--- config.mk ---
export PLATFORM = sky130hd
export DESIGN_NAME = spc_front
export DESIGN_NICKNAME = d
export VERILOG_FILES = /design/src/hw/rtl/spc_pkg.sv /design/src/hw/rtl/spc_front.sv
export SDC_FILE = /design/constraint.sdc
export NUM_CORES = 1
export LEC_CHECK = 0
export BUFFER_PORTS_ARGS = -buffer_cell sky130_fd_sc_hd__buf_2
export CORE_AREA = 2 2 206 208
export CTS_BUF_LIST = sky130_fd_sc_hd__clkbuf_4 sky130_fd_sc_hd__clkbuf_8
export DETAILED_ROUTE_END_ITERATION = 10
export DIE_AREA = 0 0 208 210
export HOLD_SLACK_MARGIN = 0.15
export PLACE_DENSITY_LB_ADDON = 0.05
export REMOVE_ABC_BUFFERS = 1
export SYNTH_ARGS = -nofsm -noshare
export SYNTH_HDL_FRONTEND = slang
export SYNTH_SLANG_ARGS = --single-unit
--- constraint.sdc ---
create_clock -name clk_i -period 11.6 [get_ports clk_i]
set_input_delay 0.58 -clock clk_i [delete_from_list [all_inputs] [get_ports clk_i]]
set_output_delay 0.58 -clock clk_i [all_outputs]
set_load 0.02 [all_outputs]
--- src/hw/rtl/spc_pkg.sv ---
// ----------------------------------------------------------------------------
// spc_pkg
// Shared types and codes of the segment versus prism clip test block.
// ----------------------------------------------------------------------------
package spc_pkg;

  typedef enum logic {
    CMD_LOAD = 1'b0,
    CMD_TEST = 1'b1
  } cmd_e;

  typedef enum logic [2:0] {
    REG_NORMAL_X     = 3'd0,
    REG_NORMAL_Y     = 3'd1,
    REG_NORMAL_Z     = 3'd2,
    REG_PLANE_OFFSET = 3'd3,
    REG_PRISM_HEIGHT = 3'd4,
    REG_VERTEX_COUNT = 3'd5,
    REG_FIRST_AXIS   = 3'd6,
    REG_SECOND_AXIS  = 3'd7
  } cfg_reg_e;

  typedef struct packed {
    logic signed [17:0] normal_x;
    logic signed [17:0] normal_y;
    logic signed [17:0] normal_z;
    logic signed [31:0] plane_offset;
    logic [30:0]        prism_height;
    logic [4:0]         vertex_count;
    logic [1:0]         first_axis;
    logic [1:0]         second_axis;
  } cfg_t;

  typedef struct packed {
    cmd_e               cmd;
    logic [3:0]         vertex_index;
    logic signed [31:0] vertex_u;
    logic signed [31:0] vertex_v;
    logic signed [31:0] start_x;
    logic signed [31:0] start_y;
    logic signed [31:0] start_z;
    logic signed [31:0] dir_x;
    logic signed [31:0] dir_y;
    logic signed [31:0] dir_z;
  } item_t;

  localparam logic signed [18:0] ONE_Q16    = 19'sd65536;
  localparam logic [17:0]        FRAC_LIMIT = 18'd131072;
  localparam logic signed [31:0] SAT_HI     = 32'sh7FFF_FFFF;

endpackage

--- src/hw/rtl/spc_front.sv ---
// ----------------------------------------------------------------------------
// spc_front
// Input stage: takes items, drops loads to slots beyond the store, queues rest.
// ----------------------------------------------------------------------------
module spc_front import spc_pkg::*; #(
  parameter int unsigned MAX_VERTICES = 16
) (
  input  logic               clk_i,
  input  logic               rst_ni,
  input  logic               in_valid_i,
  output logic               in_stall_o,
  input  logic               cmd_i,
  input  logic [3:0]         vertex_index_i,
  input  logic signed [31:0] vertex_u_i,
  input  logic signed [31:0] vertex_v_i,
  input  logic signed [31:0] start_x_i,
  input  logic signed [31:0] start_y_i,
  input  logic signed [31:0] start_z_i,
  input  logic signed [31:0] dir_x_i,
  input  logic signed [31:0] dir_y_i,
  input  logic signed [31:0] dir_z_i,
  input  logic               full_i,
  output logic               push_o,
  output item_t              item_o
);

  logic  valid_q;
  item_t item_q;
  logic  accept;
  logic  keep;

  assign push_o     = valid_q && !full_i;
  assign in_stall_o = valid_q && full_i;
  assign accept     = in_valid_i && !in_stall_o;
  assign keep       = (cmd_e'(cmd_i) == CMD_TEST) ||
                      (7'(vertex_index_i) < 7'(MAX_VERTICES));
  assign item_o     = item_q;

  always_ff @(posedge clk_i or negedge rst_ni) begin
    if (!rst_ni) begin
      valid_q <= 1'b0;
    end else if (accept) begin
      valid_q             <= keep;
      item_q.cmd          <= cmd_e'(cmd_i);
      item_q.vertex_index <= vertex_index_i;
      item_q.vertex_u     <= vertex_u_i;
      item_q.vertex_v     <= vertex_v_i;
      item_q.start_x      <= start_x_i;
      item_q.start_y      <= start_y_i;
      item_q.start_z      <= start_z_i;
      item_q.dir_x        <= dir_x_i;
      item_q.dir_y        <= dir_y_i;
      item_q.dir_z        <= dir_z_i;
    end else if (push_o) begin
      valid_q <= 1'b0;
    end
  end

endmodule

==> run summary, run 1 <==
The last weighted congestion value of the routability-driven placer is 0.746. The count of boundary I/O pins is 528. OpenSTA, run right after detailed placement, puts the worst setup slack at 8.10 ns. The worst setup path is captured at a flop. The total setup violations reported at the end of the flow came out at 0. Half-perimeter wire length of the detailed placement result: 20500 um. The run gives 40500 um as the global-route wire length before repair. Number of instances in the synthesized netlist: 267. In this run, distinct cell masters in the synthesized netlist total 7. The per-cell via count in the routed design came out at 3.54. For the worst relative slew slack, the log shows 38.8%. For the wire length after detailed routing, the log shows 27900 um. The flow ran to the end, and the final reports show no timing, DRC or antenna violations.

The final setup slack of the worst path was 8.34 ns; the worst endpoint data arrival time was 3.47 ns. Initial antenna violation count: 1. Buffers added to address setup during post-CTS repair amount to 0. The H-tree was split into 2 levels.

The worst setup path is launched from a primary input. The count of filler cells inserted in the layout is 4142, and the largest net degree at the start of global routing is 71. The die is 210 um tall.

The run gives 6832 as the number of global-route vias before repair. At the later pin of the worst-skew pair, clock insertion delay measures 0.60 ns. The number of hold violations in the final report was 0; the flop and latch count out of synthesis was 262. Subtracting the final worst setup slack from the clock period gives 3.26 ns. In the final layout, the multi-input gates occupy 38.8 um2.

For the die area, the log shows 43700 um2. The global-route congestion overflow total was 0. TritonCTS built the clock tree. Setup repair after global routing left no endpoint under its margin. Each instance of the synthesized netlist takes up on average 29.6 um2.

The logs give 99.6% for the sequential area share after synthesis and 0.0146 ns for the clock skew. The tools report the combined area of all synthesized cells as 7890 um2. Share of the synthesized area in the top cell type: 99.3%. After detailed routing, the average wire length per cell comes to 16.5 um. Kind of path behind the tightest hold check: primary input to asynchronous set/reset pin.

Number of design rule violations left after detail routing: 0. The logs give 0 for the max capacitance violation total and 11.81 ns for the required time reported for the critical path endpoint. The clock input transition at the sequential cells of the worst setup and hold paths was 0.05 ns. The logs give 0.296 ns for the smallest hold slack and 0 for the final max-slew violation count. The largest total area in the synthesized netlist belongs to edfxtp_1. The critical path in this run is classified as primary input to flop.

In this run the power density over the cells is 148 nW/um2. Leakage power: 0.00616 uW. For flop-to-flop paths, the worst setup slack is 8.51 ns. After floorplanning, the core was sized to cover 41500 um2. The starting density of the core is 19.0%.

The worst-margin pin slew came out at 0.918 ns. The tools report the CTS sink count as 262. The length in cells of the worst reg-to-reg path works out to 4. Along the worst path, the maximum fanout reaches 70.

The fraction of layout cells with a size suffix above 1 came out at 53.6%. After the first detailed-routing iteration, the DRC count stood at 186. The horizontal die dimension came out at 208 um. Registers take 7860 um2.

The number of port buffers is 527. The first detailed-routing pass ran for 4 iterations. Ranked by total cell area, the synthesized netlist is headed by edfxtp_1 (99%), dfrtp_1 (0.32%), and2_4 (0.11%). Once detail routing completed, the nets flagged for antenna violations numbered 0. The share of the clock period used by the worst path after layout is 28.1%. The initialized floorplan defines 75 standard-cell rows.

After routing, the total negative slack on setup checks comes to 0 ns. The tree is rooted in a clkbuf_8. The tools report the number of buffers created by CTS as 49. Across the VDD grid, the largest voltage drop is 83.1 uV. The final layout contains 1377 nets. The area growth from synthesis to layout is 88.1%, and the maximum clock path buffer count is 3. Summing over every cut layer, the via total after detailed routing is 5977.

For this run, the number of Yosys warnings is 0. The run gives 12.3% as the combined global-route utilization of all metal layers. The maximum clock frequency came out at 306 MHz.
-- cell usage after synthesis --
master and instances:
nand2_1 1, or2_1 1, edfxtp_1 261, nor2_1 1, and2_4 1, and2b_2 1
dfrtp_1 1
-- cell type report --
type,instances,area share [%]
clock buffers,74,5.93
diodes,1,0.0169
flip-flops and latches,262,52.9
well taps,539,4.54
repair buffers,794,35.7
clock inverters,14,0.607
multi-input cells,5,0.261
-- registers in the layout (all words and copies together) (netlist names) --
| register | flops |
|---|---|
| item_o | 261 |
| valid_q | 1 |
-- placed cells by master (no fill, tap or decap) --
master,instances
buf_2,527
bufinv_16,1
nor2_4,1
buf_4,4
clkinv_1,6
clkinvlp_4,1
and2_4,1
nand2_1,1
clkinv_2,6
or2_1,1
clkbuf_8,52
dlygate4sd3_1,263
edfxtp_1,261
diode_2,1
clkbuf_4,22
and2b_2,1
dfrtp_1,1
-- cell families (layout without fill, tap and decap cells) --
kind of cell / after synthesis / count (layout) / share of synthesized area [%]
buffers and inverters: 0 / 882 / 0
DFF: 262 / 262 / 99.6
other: 0 / 1 / 0
and+or+nand+nor: 5 / 5 / 0.396
-- stage by stage --
step / instance area, um2 / total power (uW) / instances / utilization [%]
6_report: 14800 / 2200 / 1689 / 35.8
3_3_place_gp: 11200 / 1260 / 1337 / 27.1
2_1_floorplan: 7890 / 1190 / 267 / -
3_5_place_dp: 11200 / 1260 / 1337 / 27.1
4_1_cts: 14800 / 2250 / 1688 / 35.8
5_1_grt: 14800 / 2300 / 1689 / 35.8
-- worst paths after layout --
kind | start | to
min in group clk_i | full_i | valid_q
worst max-delay path | rst_ni | item_o[28]
worst min-delay path | rst_ni | valid_q
worst min register to register | valid_q | valid_q
worst max register to register | valid_q | item_o[28]
max in group asynchronous | rst_ni | valid_q
-- metal layers --
metal / GRT usage (%) / share of wire [%]
met1: 12.5 / 36
met2: 22.0 / 52
met3: 5.71 / 9.4
met4: 4.89 / 3.2
met5: 0 / 0
-- power breakdown --
group	total (uW)	switching, uW	internal, uW
Combinational	218	107	111
Sequential	1090	7.90	1090
Clock	888	385	504
Total	2200	499	1700
-- what timing repair did --
| action | in CTS | in global routing |
|---|---|---|
| resized for setup | 0 | 0 |
| hold buffers | 263 | 0 |
| hold endpoints to repair | 263 | 0 |
-- worst max-delay path: stages --
cell           delay (ns)
dlygate4sd3_1        0.52
buf_2                0.11
nand2_1              0.08
nor2_4               0.54
buf_4                0.69
buf_4                0.83
Note: power is estimated with default switching activity, not from simulation.
==> inputs of run 2 (changes only) <==
Settings changed: CORE_AREA 2 2 206 208 to 2 2 204 206, DIE_AREA 0 0 208 210 to 0 0 206 208.
Clock period 11.6 ns to 3.3 ns, I/O delays scaled along.
==> run summary, run 2 (same netlist as run 1, synthesis figures left out) <==
The run finished with clean final reports. The initial antenna violation count came out at 2 (+1). Last weighted congestion value of the routability-driven placer: 0.746 (unchanged). The tools report the number of buffers inserted by post-CTS setup repair as 0 (unchanged). In this run the critical register-to-register path is launched from valid_q. The logs give 48 (-2.0%) for the number of buffers created by CTS and 4.68% (-1.0 points) for the global routing usage on met3. The number of global-route vias before repair was 6731 (-1.5%); the clock input transition at the sequential cells of the worst setup and hold paths was 0.06 ns (about the same). The critical path in this run is classified as flop to flop. The run gives 1.59 ns (-6.51 ns) as the worst setup slack before clock tree synthesis.

The number of buffers and inverters on the critical path came out at 1 (-3). The total vias in the final route was 5996 (+0.32%). The run gives 23.0% (+0.96 points) as the global routing usage on met2.

The count of nets after finishing came out at 1376 (-0.073%). The run gives 0 (unchanged) as the max capacitance violation total. For the count of boundary I/O pins, the log shows 528 (unchanged). The tightest min-delay check is of the primary input to flop type. For the half-perimeter wire length of the detailed placement result, the log shows 20100 um (-1.8%). Dividing the final minimum period by the clock period gives 53.5%. The global-route congestion overflow total is 0 (unchanged), and the number of design rule violations left after detail routing is 0 (unchanged). Number of cell rows: 74 (-1.3%). The tools report the floorplan core area as 40600 um2 (-2.2%).

The logs give 0 (unchanged) for the total setup violations reported at the end of the flow and 135 (+90%) for the largest net degree at the start of global routing. Compared with the post-synthesis result, the final layout area differs by 87.9%. Maximum clock frequency: 566 MHz. The worst supply voltage drop on vdd was 274 uV (+230%); the cell area after placement was 11200 um2 (about the same). The number of non-filler instances in the completed layout is 1681 (-0.47%), and the reg2reg setup slack is 1.53 ns (-6.98 ns). The number of port buffers is 527 (unchanged). The horizontal die dimension was 206 um (-0.96%); the leakage power was 0.00613 uW (-0.53%). Die height: 208 um (-0.95%).

The final critical delay including setup and external delays was 1.77 ns; the starting density of the core was 19.5% (+0.43 points). Walking the worst path, the cells encountered are and2_4 > nor2_4 > buf_12. The placed instance count was 1328 (-0.67%); the worst-margin pin slew was 0.872 ns (-0.0463 ns). For the die area, the log shows 42800 um2 (-1.9%).

The final max-slew violation count was 0 (unchanged). TritonCTS built the clock tree. The run gives 1.98 ns (-1.49 ns) as the worst endpoint data arrival time. The logs give 0 (unchanged) for the number of hold violations in the final report and 14800 um2 (-0.11%) for the post-route standard cell area excluding fillers. The tools report the kind of end point of the critical path as a flop. The required time reported for the critical path endpoint is 3.51 ns (-8.30 ns), and the total design power is 7620 uW (+250%). For the global-route wire length before repair, the log shows 39500 um (-2.5%). On the critical path the largest part of the delay comes from buffers and inverters. The maximum clock path buffer count is 3 (unchanged). The most critical setup path has its startpoint at valid_q. Critical hold path startpoint: start_y_i[0]. The run gives 156 (-16%) as the initial DRC count. The clock skew is 0.0111 ns (-0.00352 ns). The run gives 262 (unchanged) as the CTS sink count.

The final setup slack of the worst path came out at 1.53 ns (-6.80 ns). The cell chosen for the clock root is clkbuf_8. Setup repair after global routing left no endpoint under its margin.

Leaving out fill and tap cells, the most frequent cell in the layout is buf_2. The maximum fanout count along the critical path is 134 (+91%). Wire length after detailed routing: 27800 um (-0.36%). The highest cell delay on the worst timing path is 0.44 ns (-0.39 ns). The top cell types in the final layout, fill and taps aside, are buf_2 (527), dlygate4sd3_1 (265), edfxtp_1 (261).

The per-cell via count in the routed design was 3.57 (+0.80%); the count of filler cells inserted in the layout was 3981 (-3.9%). The summed negative setup slack over all endpoints is 0 ns (unchanged). In this run the most used layer during global routing was met2. The slowest cell on the critical path is buf_12.

The power density normalized to cell area came out at 514 nW/um2 (+250%). The number of flip-flops under the largest register name is 261 (unchanged). Combined global-route utilization of all metal layers: 12.4% (+0.099 points). STA classifies the critical path startpoint as a flop.

The detail-routed net length per standard cell is 16.5 um (+0.12%), and the met1 capacity usage during global routing is 12.2% (-0.29 points). The first-pass detailed-route iteration total was 4 (unchanged); the deepest level of the CTS H-tree was 2 (unchanged). The worst relative slew slack is 41.9% (+3.1 points). The fraction of layout cells with a size suffix above 1 is 52.7% (-0.95 points), and the insertion delay of the later-clocked pin in the worst-skew pair is 0.59 ns (about the same). The antenna violation net count after detailed routing was 0 (unchanged).
## run 2: cell count changes in the layout (fill, tap and decap cells not counted), sizes merged
| cell | delta |
|---|---|
| clkbuf | -9 |
| clkinv | +6 |
| buf | -2 |
| dlygate4sd3 | +2 |
| clkinvlp | +1 |
| diode | +1 |
## run 2: repair_timing
item                                   in CTS  in global routing
hold buffers                              265                  0
endpoints found under the hold margin     263                  0
gates resized for setup                     0                  0
## run 2: layer usage
metal / vias up / wire, um
met5: - / 13
met4: 2 / 761
met3: 49 / 2790
met2: 317 / 14600
met1: 2832 / 9640
li1: 2796 / -
## run 2: report_power, final
part	switching, uW	internal (uW)	leakage (uW)
Clock	1340	1670	0.000486
Combinational	374	396	0.00321
Sequential	26.9	3820	0.00243
## run 2: cell type report
| cell class | count | area (um2) | share of cell area [%] |
|---|---|---|---|
| flip-flops and latches | 262 | 7860 | 53.0 |
| repair buffers | 794 | 5330 | 35.9 |
| clock buffers | 65 | 813 | 5.48 |
| well taps | 532 | 666 | 4.49 |
| clock inverters | 21 | 118 | 0.793 |
| multi-input cells | 5 | 38.8 | 0.261 |
| diodes | 2 | 5.00 | 0.0337 |
## run 2: through the flow
stage,util [%],hold slack (ns)
floorplan,-,-0.131
global placement,27.7,-0.0499
detailed placement,27.7,-0.0484
CTS,36.6,0.204
global route,36.6,0.231
finish,36.6,0.281
## run 2: path summary, 6_finish.rpt
kind,endpoint,cells after the start
setup / recovery,item_o[94],3
hold / removal,item_o[128],2
setup reg to reg,item_o[94],3
hold reg to reg,item_o[255],3
max in group asynchronous,valid_q,3
min in group asynchronous,valid_q,3
## run 2: worst register-to-register path, delay by kind of cell (launching register included)
family                 cells  cell delay [ns]
flip-flops                 1             0.37
AND/OR/NAND/NOR            2             0.31
buffers and inverters      1             0.44
