**src/hw/rtl/spc_pkg.sv**
```systemverilog
// ----------------------------------------------------------------------------
// spc_pkg
// Shared types and codes of the segment versus prism clip test block.
// ----------------------------------------------------------------------------
package spc_pkg;

  typedef enum logic {
    CMD_LOAD = 1'b0,
    CMD_TEST = 1'b1
  } cmd_e;

  typedef enum logic [2:0] {
    REG_NORMAL_X     = 3'd0,
    REG_NORMAL_Y     = 3'd1,
    REG_NORMAL_Z     = 3'd2,
    REG_PLANE_OFFSET = 3'd3,
    REG_PRISM_HEIGHT = 3'd4,
    REG_VERTEX_COUNT = 3'd5,
    REG_FIRST_AXIS   = 3'd6,
    REG_SECOND_AXIS  = 3'd7
  } cfg_reg_e;

  typedef struct packed {
    logic signed [17:0] normal_x;
    logic signed [17:0] normal_y;
    logic signed [17:0] normal_z;
    logic signed [31:0] plane_offset;
    logic [30:0]        prism_height;
    logic [4:0]         vertex_count;
    logic [1:0]         first_axis;
    logic [1:0]         second_axis;
  } cfg_t;

  typedef struct packed {
    cmd_e               cmd;
    logic [3:0]         vertex_index;
    logic signed [31:0] vertex_u;
    logic signed [31:0] vertex_v;
    logic signed [31:0] start_x;
    logic signed [31:0] start_y;
    logic signed [31:0] start_z;
    logic signed [31:0] dir_x;
    logic signed [31:0] dir_y;
    logic signed [31:0] dir_z;
  } item_t;

  localparam logic signed [18:0] ONE_Q16    = 19'sd65536;
  localparam logic [17:0]        FRAC_LIMIT = 18'd131072;
  localparam logic signed [31:0] SAT_HI     = 32'sh7FFF_FFFF;

endpackage

```
**src/hw/rtl/spc_fifo.sv**
```systemverilog
// ----------------------------------------------------------------------------
// spc_fifo
// Short item queue between the input stage and the clip sequencer.
// ----------------------------------------------------------------------------
module spc_fifo import spc_pkg::*; #(
  parameter int unsigned DEPTH = 4
) (
  input  logic  clk_i,
  input  logic  rst_ni,
  input  logic  push_i,
  input  item_t data_i,
  output logic  full_o,
  input  logic  pop_i,
  output logic  valid_o,
  output item_t data_o
);

  localparam int unsigned AW = $clog2(DEPTH);

  item_t           mem_q [DEPTH];
  logic [AW-1:0]   wr_q, rd_q;
  logic [AW:0]     cnt_q;

  assign full_o  = (cnt_q == (AW+1)'(DEPTH));
  assign valid_o = (cnt_q != '0);
  assign data_o  = mem_q[rd_q];

  always_ff @(posedge clk_i or negedge rst_ni) begin
    if (!rst_ni) begin
      wr_q  <= '0;
      rd_q  <= '0;
      cnt_q <= '0;
    end else begin
      if (push_i) begin
        mem_q[wr_q] <= data_i;
        wr_q        <= (wr_q == AW'(DEPTH - 1)) ? '0 : wr_q + 1'b1;
      end
      if (pop_i) begin
        rd_q <= (rd_q == AW'(DEPTH - 1)) ? '0 : rd_q + 1'b1;
      end
      if (push_i && !pop_i) begin
        cnt_q <= cnt_q + 1'b1;
      end else if (pop_i && !push_i) begin
        cnt_q <= cnt_q - 1'b1;
      end
    end
  end

endmodule

```
**config.mk**
```make
export PLATFORM = sky130hd
export DESIGN_NAME = spc_fifo
export DESIGN_NICKNAME = d
export VERILOG_FILES = /design/src/hw/rtl/spc_pkg.sv /design/src/hw/rtl/spc_fifo.sv
export SDC_FILE = /design/constraint.sdc
export NUM_CORES = 1
export LEC_CHECK = 0
export ABC_AREA = 1
export BUFFER_PORTS_ARGS = -buffer_cell sky130_fd_sc_hd__buf_2
export CAP_MARGIN = 20
export CORE_MARGIN = 1
export CORE_UTILIZATION = 40
export CTS_BUF_LIST = sky130_fd_sc_hd__clkbuf_8
export DETAILED_ROUTE_END_ITERATION = 12
export SYNTH_ARGS = -nofsm -noshare
export SYNTH_HDL_FRONTEND = slang
export SYNTH_SLANG_ARGS = --single-unit
```
**constraint.sdc**
```tcl
create_clock -name clk_i -period 11.95 [get_ports clk_i]
set_input_delay 0.5975 -clock clk_i [delete_from_list [all_inputs] [get_ports clk_i]]
set_output_delay 0.5975 -clock clk_i [all_outputs]
set_load 0.1 [all_outputs]
```
==> results.json, run 1 <==
{
  "result_of_the_run": "complete, no violations",
  "ys_seq_area_share_pct": 76.1,
  "detailedRoute.firstPassIterationCount": 6,
  "worst_hold_path_type": "input port to asynchronous set/reset pin",
  "core_region_um2": 102000,
  "drc": 0,
  "category_of_the_worst_setup_path_launch_point": "flip-flop",
  "final_antenna_net_count": 0,
  "clk_root_buffer_cell": "clkbuf_8",
  "drive_gt1_share_pct": 18.8,
  "tritoncts_clock_tree": "built",
  "place_congestion": 0.782,
  "cts_inserted_buffers": 173,
  "final_max_slew_viol_count": 0,
  "largest_net_degree_at_the_start_of_global_routing": 242,
  "final_hold_viol_count": 0,
  "row_count": 117,
  "synth_seq_cells": 1051,
  "max-cap-violations": 0,
  "cp_data_required_time_ps": 11350,
  "ys_warn_count": 0,
  "timing.critical_path.arrival_ps": 4910,
  "synth_cell_type_count": 20,
  "synth.avg_cell_area_um2": 13.4,
  "synth_nets": 3369,
  "max-slew-margin-rel_pct": 14.8,
  "overflow": 0,
  "detailedPlacementHpwl_um": 51900,
  "most_common_cell_after_layout_fill_and_taps_aside": "edfxtp_1",
  "dieHeight_um": 324,
  "final_cell_mix": "edfxtp_1 (1044), nand2_1 (796), inv_1 (600)",
  "area.growth.synth_to_final_pct": 23.2,
  "clkSinkCount": 1051,
  "critPathKind": "flip-flop to output port",
  "maxClockFrequency_ghz": 0.182,
  "post-cts-setup-buffer-count": 0,
  "num_io_pins": 528,
  "avgRoutedWirePerCell_um": 16.9,
  "final_min_period_over_clock_period_pct": 46.1,
  "worst_slew_pin_slew_ps": 1280,
  "grt_first_pass_wirelength_um": 138000,
  "start_util_pct": 40.5,
  "antenna_found_initial": 13,
  "detailroute.via_count": 25500,
  "insertion_delay_ps": 840,
  "net_count_reported_at_finish": 4189,
  "unrepaired_setup_endpoints_after_global_routing": "false",
  "fin_worst_skew_ps": 48.5,
  "avgViaCountPerCell": 4.70,
  "vias_in_the_first_global_route": 24900,
  "critical-path-max-stage-delay_ps": 890,
  "timing.final.crit_period_ps": 5500,
  "routed_wl_um": 91800,
  "port-buffer-count": 527,
  "final-setup-viol-count": 0,
  "endpoint_kind": "output port",
  "global_route.usage.total_pct": 17.2,
  "die-area_um2": 105000,
  "htreeDepth": 4,
  "floorplan.die.width_um": 324,
  "clk_path_buf_depth": 3,
  "path_max_fanout": 241,
  "crit_chain": "inv_8 -> buf_12 -> buf_4 -> o211ai_1 -> nand2_1 -> buf_2",
  "hold_ws_ps": 149,
  "detailedRoute.firstIterationViolations": 1418,
  "timing.setup.tns_ps": 0,
  "worst_setup_hold_path_clk_slew_ps": 60,
  "post_synthesis_cell_count": 3097,
  "synthesis.area_um2": 41400,
  "cell_type_of_the_slowest_stage_on_the_worst_timing_path": "buf_4"
}
[worst paths after layout]
check                      startpoint            end  slack [ps]  cells past startpoint
min                            rst_ni        rd_q[0]         150                      2
max in group asynchronous      rst_ni        rd_q[1]       11560                      2
max reg2reg                   wr_q[1]  mem_q[1][108]        8530                      6
max                           rd_q[0]    data_o[125]        6450                      6
min in group clk_i           cnt_q[2]       cnt_q[2]         480                      2
min reg2reg                  cnt_q[2]       cnt_q[2]         480                      2
[worst max-delay path, delay by kind of cell, from the launching register on]
kind	cells	cell delay [ps]
DFF	1	450
buffers and inverters	4	2560
AOI/OAI and AO/OA	1	290
and+or+nand+nor	1	140
[flip-flops by register name, indices dropped and copies added, names as in the netlist]
signal and count:
mem_q 1044, cnt_q 3, rd_q 2, wr_q 2
[cells in the mapped netlist]
| library cell | instances | area (µm²) |
|---|---|---|
| nand4_1 | 1 | 6.26 |
| nand3_1 | 2 | 10.0 |
| nor3_1 | 1 | 5.00 |
| o211ai_1 | 522 | 3920 |
| nand2_1 | 796 | 2990 |
| inv_4 | 1 | 6.26 |
| inv_2 | 1 | 3.75 |
| xnor2_1 | 1 | 8.76 |
| buf_2 | 128 | 641 |
| o21ai_0 | 4 | 20.0 |
| nor2_1 | 5 | 18.8 |
| inv_1 | 533 | 2000 |
| edfxtp_1 | 1044 | 31400 |
| fa_1 | 1 | 20.0 |
| buf_4 | 3 | 22.5 |
| ha_1 | 6 | 75.1 |
| buf_1 | 1 | 3.75 |
| clkbuf_1 | 39 | 146 |
| buf_6 | 1 | 11.3 |
| dfrtp_1 | 7 | 175 |
[area by class of cell]
class / instances / area (µm²)
repair buffers: 817 / 5550
well taps: 1368 / 1710
diodes: 9 / 22.5
clock buffers: 178 / 2450
flip-flops and latches: 1051 / 31500
inverters: 535 / 2030
multi-input cells: 1339 / 7100
clock inverters: 134 / 637
fillers: 8962 / 51200
[logic make-up (layout without fill, tap and decap cells)]
group	Yosys count	count (layout)	share of synthesized area (%)
other	0	9	0
DFF	1051	1051	76.1
xor gates and xnor gates	1	1	0.0211
buffers and inverters	707	1664	6.84
and+or+nand+nor	805	805	7.31
adders and majority gates	7	7	0.230
AOI/OAI and AO/OA	526	526	9.51
[routing by layer]
| metal | vias to the layer above | GRT usage (%) | wire [µm] |
|---|---|---|---|
| li1 | 12600 | - | - |
| met2 | 626 | 28.8 | 44600 |
| met4 | 10 | 6.86 | 2530 |
| met5 | - | 0 | 61 |
| met3 | 175 | 5.24 | 6260 |
| met1 | 12200 | 20.6 | 38300 |
[stage by stage]
| stage | setup WS [ps] | instance area, µm² | cells | utilization, % |
|---|---|---|---|---|
| 6_report | 6450 | 51000 | 5431 | 49.9 |
| 5_1_grt | 6250 | 51000 | 5430 | 49.9 |
| 4_1_cts | 6600 | 51000 | 5422 | 49.9 |
| 3_5_place_dp | 7570 | 45300 | 4846 | 44.3 |
| 3_3_place_gp | 7590 | 45300 | 4846 | 44.3 |
| 2_1_floorplan | -438 | 41400 | 3097 | - |
[timing repair]
item                       4_1_cts  5_1_grt
setup endpoints to repair        0        0
hold endpoints to repair      1055        0
hold buffers                   264        0
resized for setup                0        0
Power of run 1 is not shown: default switching activity piles up to over one toggle a cycle in this logic, so the estimate is an artifact.
==> run 2: changes to the inputs <==
--- a/config.mk
+++ b/config.mk
@@ -5,7 +5,7 @@
 export SDC_FILE = /design/constraint.sdc
 export NUM_CORES = 1
 export LEC_CHECK = 0
-export ABC_AREA = 1
+export ABC_AREA = 0
 export BUFFER_PORTS_ARGS = -buffer_cell sky130_fd_sc_hd__buf_2
 export CAP_MARGIN = 20
 export CORE_MARGIN = 1
==> constraint.sdc (replaced) <==
create_clock -name clk_i -period 5.5 [get_ports clk_i]
set_input_delay 0.275 -clock clk_i [delete_from_list [all_inputs] [get_ports clk_i]]
set_output_delay 0.275 -clock clk_i [all_outputs]
set_load 0.1 [all_outputs]
==> results.json, run 2 <==
{
  "reg_top3": "mem_q: 1044 flops, cnt_q: 3 flops",
  "final_max_slew_viol_count": 0,
  "grtUsageMet1_pct": 21.1,
  "grt_first_pass_wirelength_um": 119000,
  "vias_in_the_first_global_route": 19800,
  "detailedPlacementHpwl_um": 46200,
  "result_of_the_run": "complete, no violations",
  "path_max_fanout": 37,
  "synth_cell_type_count": 21,
  "synth-edff-count": 1044,
  "net_count_reported_at_finish": 2601,
  "worst_slew_pin_slew_ps": 1040,
  "maxClockFrequency_ghz": 0.272,
  "registers.top_by_ff_count": "mem_q",
  "worst_reg2reg_path_startpoint": "wr_q[1]",
  "layout.area.seq_um2": 31500,
  "htreeDepth": 4,
  "start_util_pct": 40.6,
  "endpoint_kind": "output port",
  "global_route.usage.total_pct": 16.6,
  "floorplan.die.width_um": 310,
  "multi_input_comb_area_um2": 6120,
  "unrepaired_setup_endpoints_after_global_routing": "false",
  "global_route.usage.met2_pct": 26.1,
  "insertion_delay_ps": 810,
  "routed_wl_um": 80000,
  "r2r-end": "mem_q[1][193]",
  "final_hold_viol_count": 0,
  "grt.busiest_layer": "met2",
  "overflow": 0,
  "final_cell_mix": "edfxtp_1 (1044), buf_2 (527), dlygate4sd3_1 (265)",
  "timing.hold.worst_path_depth": 2,
  "category_of_the_worst_setup_path_launch_point": "flip-flop",
  "detailroute.via_count": 18500,
  "ys_warn_count": 0,
  "row_count": 112,
  "detailedRoute.firstIterationViolations": 1226,
  "max-slew-margin-rel_pct": 30.6,
  "clk_path_buf_depth": 3,
  "ys_seq_area_share_pct": 82.9,
  "cts_inserted_buffers": 171,
  "post-synth-top-area-cell": "edfxtp_1",
  "synth-main-ff-cell": "edfxtp_1",
  "critPathKind": "flip-flop to output port",
  "largest_reg_flops": 1044,
  "ys_top_cells_by_area": "edfxtp_1 (82%), mux4_2 (15%), dfrtp_1 (0.46%), buf_4 (0.38%), buf_2 (0.30%)",
  "timing.hold.worst.start": "data_i[55]",
  "timing.final.crit_period_ps": 3680,
  "core_region_um2": 93700,
  "worst-r2r-setup-slack_ps": 2860,
  "area.growth.synth_to_final_pct": 26.0,
  "final_min_period_over_clock_period_pct": 66.9,
  "largest_net_degree_at_the_start_of_global_routing": 113,
  "worst_hold_path_type": "input port to flip-flop",
  "postSynth.asyncResetShare_pct": 0.666,
  "antenna_found_initial": 14,
  "clk_root_buffer_cell": "clkbuf_8",
  "synth.avg_cell_area_um2": 27.2,
  "synthesis.area_um2": 38000,
  "cp_data_required_time_ps": 5220,
  "timing.critical_path.arrival_ps": 3400,
  "timing.setup.tns_ps": 0,
  "avgRoutedWirePerCell_um": 21.4,
  "drive_gt1_share_pct": 41.5,
  "max-cap-violations": 0,
  "gr-usage-met3_pct": 6.44,
  "clkSinkCount": 1051,
  "drc": 0,
  "worst_setup_hold_path_clk_slew_ps": 60,
  "final_antenna_net_count": 0,
  "num_io_pins": 528,
  "die-area_um2": 96300,
  "place_congestion": 0.742,
  "reg2regPathDepth": 4,
  "synth_seq_cells": 1051,
  "tritoncts_clock_tree": "built",
  "most_instantiated_cells_after_synthesis": "edfxtp_1 (1044), mux4_2 (261), buf_2 (23)",
  "port-buffer-count": 527,
  "detailedRoute.firstPassIterationCount": 5,
  "yosys.cell_count.top_type": "edfxtp_1",
  "fillers": 7466,
  "most_common_cell_after_layout_fill_and_taps_aside": "edfxtp_1",
  "synth_nets": 1672,
  "post_synthesis_cell_count": 1400,
  "synth_top_cell_area_share_pct": 82.5,
  "final-setup-viol-count": 0,
  "worstHoldEndpoint": "mem_q[0][55]",
  "dieHeight_um": 310,
  "avgViaCountPerCell": 4.95,
  "fin_worst_skew_ps": 38.6
}
[run 2: timing repair]
action	in CTS	in global routing
endpoints found under the setup margin	0	0
setup buffers	0	0
endpoints found under the hold margin	1058	0
gates resized for setup	0	0
hold buffers	265	0
[run 2: per-layer routing]
layer | share of wire (%) | vias up | wire length [µm]
met4 | 2.0 | 6 | 1630
met1 | 41 | 9622 | 32600
met3 | 8.9 | 141 | 7160
met5 | 0.046 | - | 37
li1 | - | 8027 | -
met2 | 48 | 663 | 38600
[run 2: cell type report]
type	count	area share, %
multi-input combinational	287	12.8
clock buffer	173	4.97
timing repair buffer	814	11.7
sequential	1051	65.8
tap	1254	3.28
clock inverter	134	1.37
antenna	12	0.0627
inverter	4	0.0313
[run 2: worst max-delay path, stage by stage, from the launching register on]
cell and delay [ps]:
dfrtp_4 960, buf_4 620, mux4_2 600, buf_2 310
[run 2: kinds of logic after synthesis]
family | share of synthesized area (%)
buffers and inverters | 1.03
xor gates and xnor gates | 0.0691
muxes | 15.5
AOI/OAI and AO/OA | 0.0461
adders and majority gates | 0.250
DFF | 82.9
and+or+nand+nor | 0.155
[run 2: stage by stage]
stage,cells,cell area (µm²),utilization (%),hold slack (ps),setup WS (ps)
3_5_place_dp,3145,42200,45.0,146,2540
4_1_cts,3717,47900,51.1,81.3,1560
2_1_floorplan,1400,38000,-,-20.6,1250
3_3_place_gp,3145,42200,45.0,137,2560
5_1_grt,3725,47900,51.1,120,1530
6_report,3729,47900,51.1,211,1820
[run 2: worst max path at each step]
stage	start	end	slack, ps	cells after the start
final	rd_q[0]	data_o[202]	1820	3
after global routing	rd_q[0]	data_o[197]	1530	3
after CTS	rd_q[0]	data_o[202]	1560	3
after detailed placement	rd_q[0]	data_o[202]	2540	3
after global placement	rd_q[0]	data_o[134]	2560	3
after floorplan	wr_q[0]	mem_q[2][0]	1250	3
Power of run 2 is left out for the same reason.
==> run 3: changes to the inputs <==
==> constraint.sdc (replaced) <==
create_clock -name clk_i -period 3.3 [get_ports clk_i]
set_input_delay 0.165 -clock clk_i [delete_from_list [all_inputs] [get_ports clk_i]]
set_output_delay 0.165 -clock clk_i [all_outputs]
set_load 0.1 [all_outputs]
==> results.json, run 3 (synthesis results as in run 2) <==
{
  "start_util_pct": 40.6,
  "area.growth.synth_to_final_pct": 27.7,
  "floorplan.die.width_um": 310,
  "avgRoutedWirePerCell_um": 21.6,
  "result_of_the_run": "complete, no violations",
  "detailedRoute.firstIterationViolations": 1122,
  "final_antenna_net_count": 0,
  "cp_data_required_time_ps": 3130,
  "crit_chain": "buf_12 -> buf_4 -> mux4_2 -> buf_2",
  "antenna_found_initial": 8,
  "vias_in_the_first_global_route": 20300,
  "unrepaired_setup_endpoints_after_global_routing": "false",
  "overflow": 0,
  "most_common_cell_after_layout_fill_and_taps_aside": "edfxtp_1",
  "detailedPlacementHpwl_um": 50800,
  "avgViaCountPerCell": 4.90,
  "worst_hold_path_type": "input port to flip-flop",
  "global_route.usage.total_pct": 16.9,
  "timing.final.crit_period_ps": 3070,
  "r2r-end": "mem_q[2][36]",
  "net_count_reported_at_finish": 2670,
  "timing.hold.worst.start": "data_i[49]",
  "final_hold_viol_count": 0,
  "final_min_period_over_clock_period_pct": 93.0,
  "critPathKind": "flip-flop to output port",
  "final_cell_mix": "edfxtp_1 (1044), buf_2 (527), dlygate4sd3_1 (291)",
  "clk_path_buf_depth": 3,
  "worst_reg2reg_path_startpoint": "wr_q[0]",
  "final_max_slew_viol_count": 0,
  "worst_slew_pin_slew_ps": 626,
  "path_max_fanout": 25,
  "timing.setup.tns_ps": 0,
  "worstHoldEndpoint": "mem_q[1][49]",
  "place_inst": 3189,
  "drive_gt1_share_pct": 42.1,
  "detailroute.via_count": 18500,
  "reg_top3": "mem_q: 1044 flops, cnt_q: 3 flops",
  "row_count": 112,
  "worst-r2r-setup-slack_ps": 1190,
  "finalNonFillerCells": 3782,
  "clk_root_buffer_cell": "clkbuf_8",
  "largest_reg_flops": 1044,
  "reg2regPathDepth": 5,
  "final_core_util_pct": 51.8,
  "endpoint_kind": "output port",
  "routed_wl_um": 81600,
  "place_congestion": 0.752,
  "detailedRoute.firstPassIterationCount": 4,
  "die-area_um2": 96300,
  "largest_net_degree_at_the_start_of_global_routing": 87,
  "drc": 0,
  "maxClockFrequency_ghz": 0.326,
  "final-setup-viol-count": 0,
  "grt_first_pass_wirelength_um": 121000,
  "clkSinkCount": 1051,
  "dieHeight_um": 310,
  "tritoncts_clock_tree": "built",
  "worst_setup_hold_path_clk_slew_ps": 60,
  "post-cts-setup-buffer-count": 0,
  "timing.hold.worst_path_depth": 2,
  "registers.top_by_ff_count": "mem_q",
  "category_of_the_worst_setup_path_launch_point": "flip-flop",
  "cell_type_of_the_slowest_stage_on_the_worst_timing_path": "mux4_2",
  "htreeDepth": 4,
  "max-slew-margin-rel_pct": 58.3,
  "critical-path-max-stage-delay_ps": 580,
  "num_io_pins": 528,
  "port-buffer-count": 527,
  "insertion_delay_ps": 830,
  "max-cap-violations": 0,
  "fin_worst_skew_ps": 29.9,
  "core_region_um2": 93700,
  "cts_inserted_buffers": 170,
  "timing.critical_path.arrival_ps": 2900
}
==> run 3: how the worst max path moves through the flow <==
stage                     slack (ps)    start          end  cells after the start
after floorplan                  330  wr_q[0]  mem_q[2][0]                      3
after global placement          1010  rd_q[0]   data_o[90]                      4
after detailed placement         990  rd_q[0]  data_o[173]                      4
after CTS                         60  rd_q[0]  data_o[173]                      4
after global routing              20  rd_q[0]  data_o[102]                      4
final                            230  rd_q[0]  data_o[173]                      4
==> run 3: what timing repair did <==
action / in CTS / in global routing
gates resized for setup: 0 / 0
hold buffers: 291 / 0
hold endpoints to repair: 1117 / 0
==> run 3: layout make-up <==
cell class / count / area, µm²
Timing Repair Buffer: 884 / 6320
Multi-Input combinational cell: 287 / 6120
Fill cell: 7373 / 45200
Inverter: 4 / 15.0
Tap cell: 1254 / 1570
Clock buffer: 175 / 2410
Sequential cell: 1051 / 31500
Clock inverter: 122 / 581
Antenna cell: 5 / 12.5
==> run 3: critical path: cells and delay by family, from the launching register on <==
family	cells	cell delay, ps
buffers and inverters	3	970
multiplexers	1	580
flip-flops	1	510
==> run 3: stage by stage <==
stage	hold slack, ps	area (µm²)	worst slack (ps)
after floorplan	-131	38000	333
after global placement	41.4	42600	1010
after detailed placement	47.1	42600	985
after CTS	0.515	48500	59.2
after global routing	28.3	48600	18.2
final	102	48600	230
==> run 3: per-layer routing <==
metal	part of all wire [%]	global-route usage, %
met5	0.048	0
met4	2.0	5.71
met3	9.0	6.74
met2	49	27.6
met1	40	20.4
Power of run 3 is left out for the same reason.
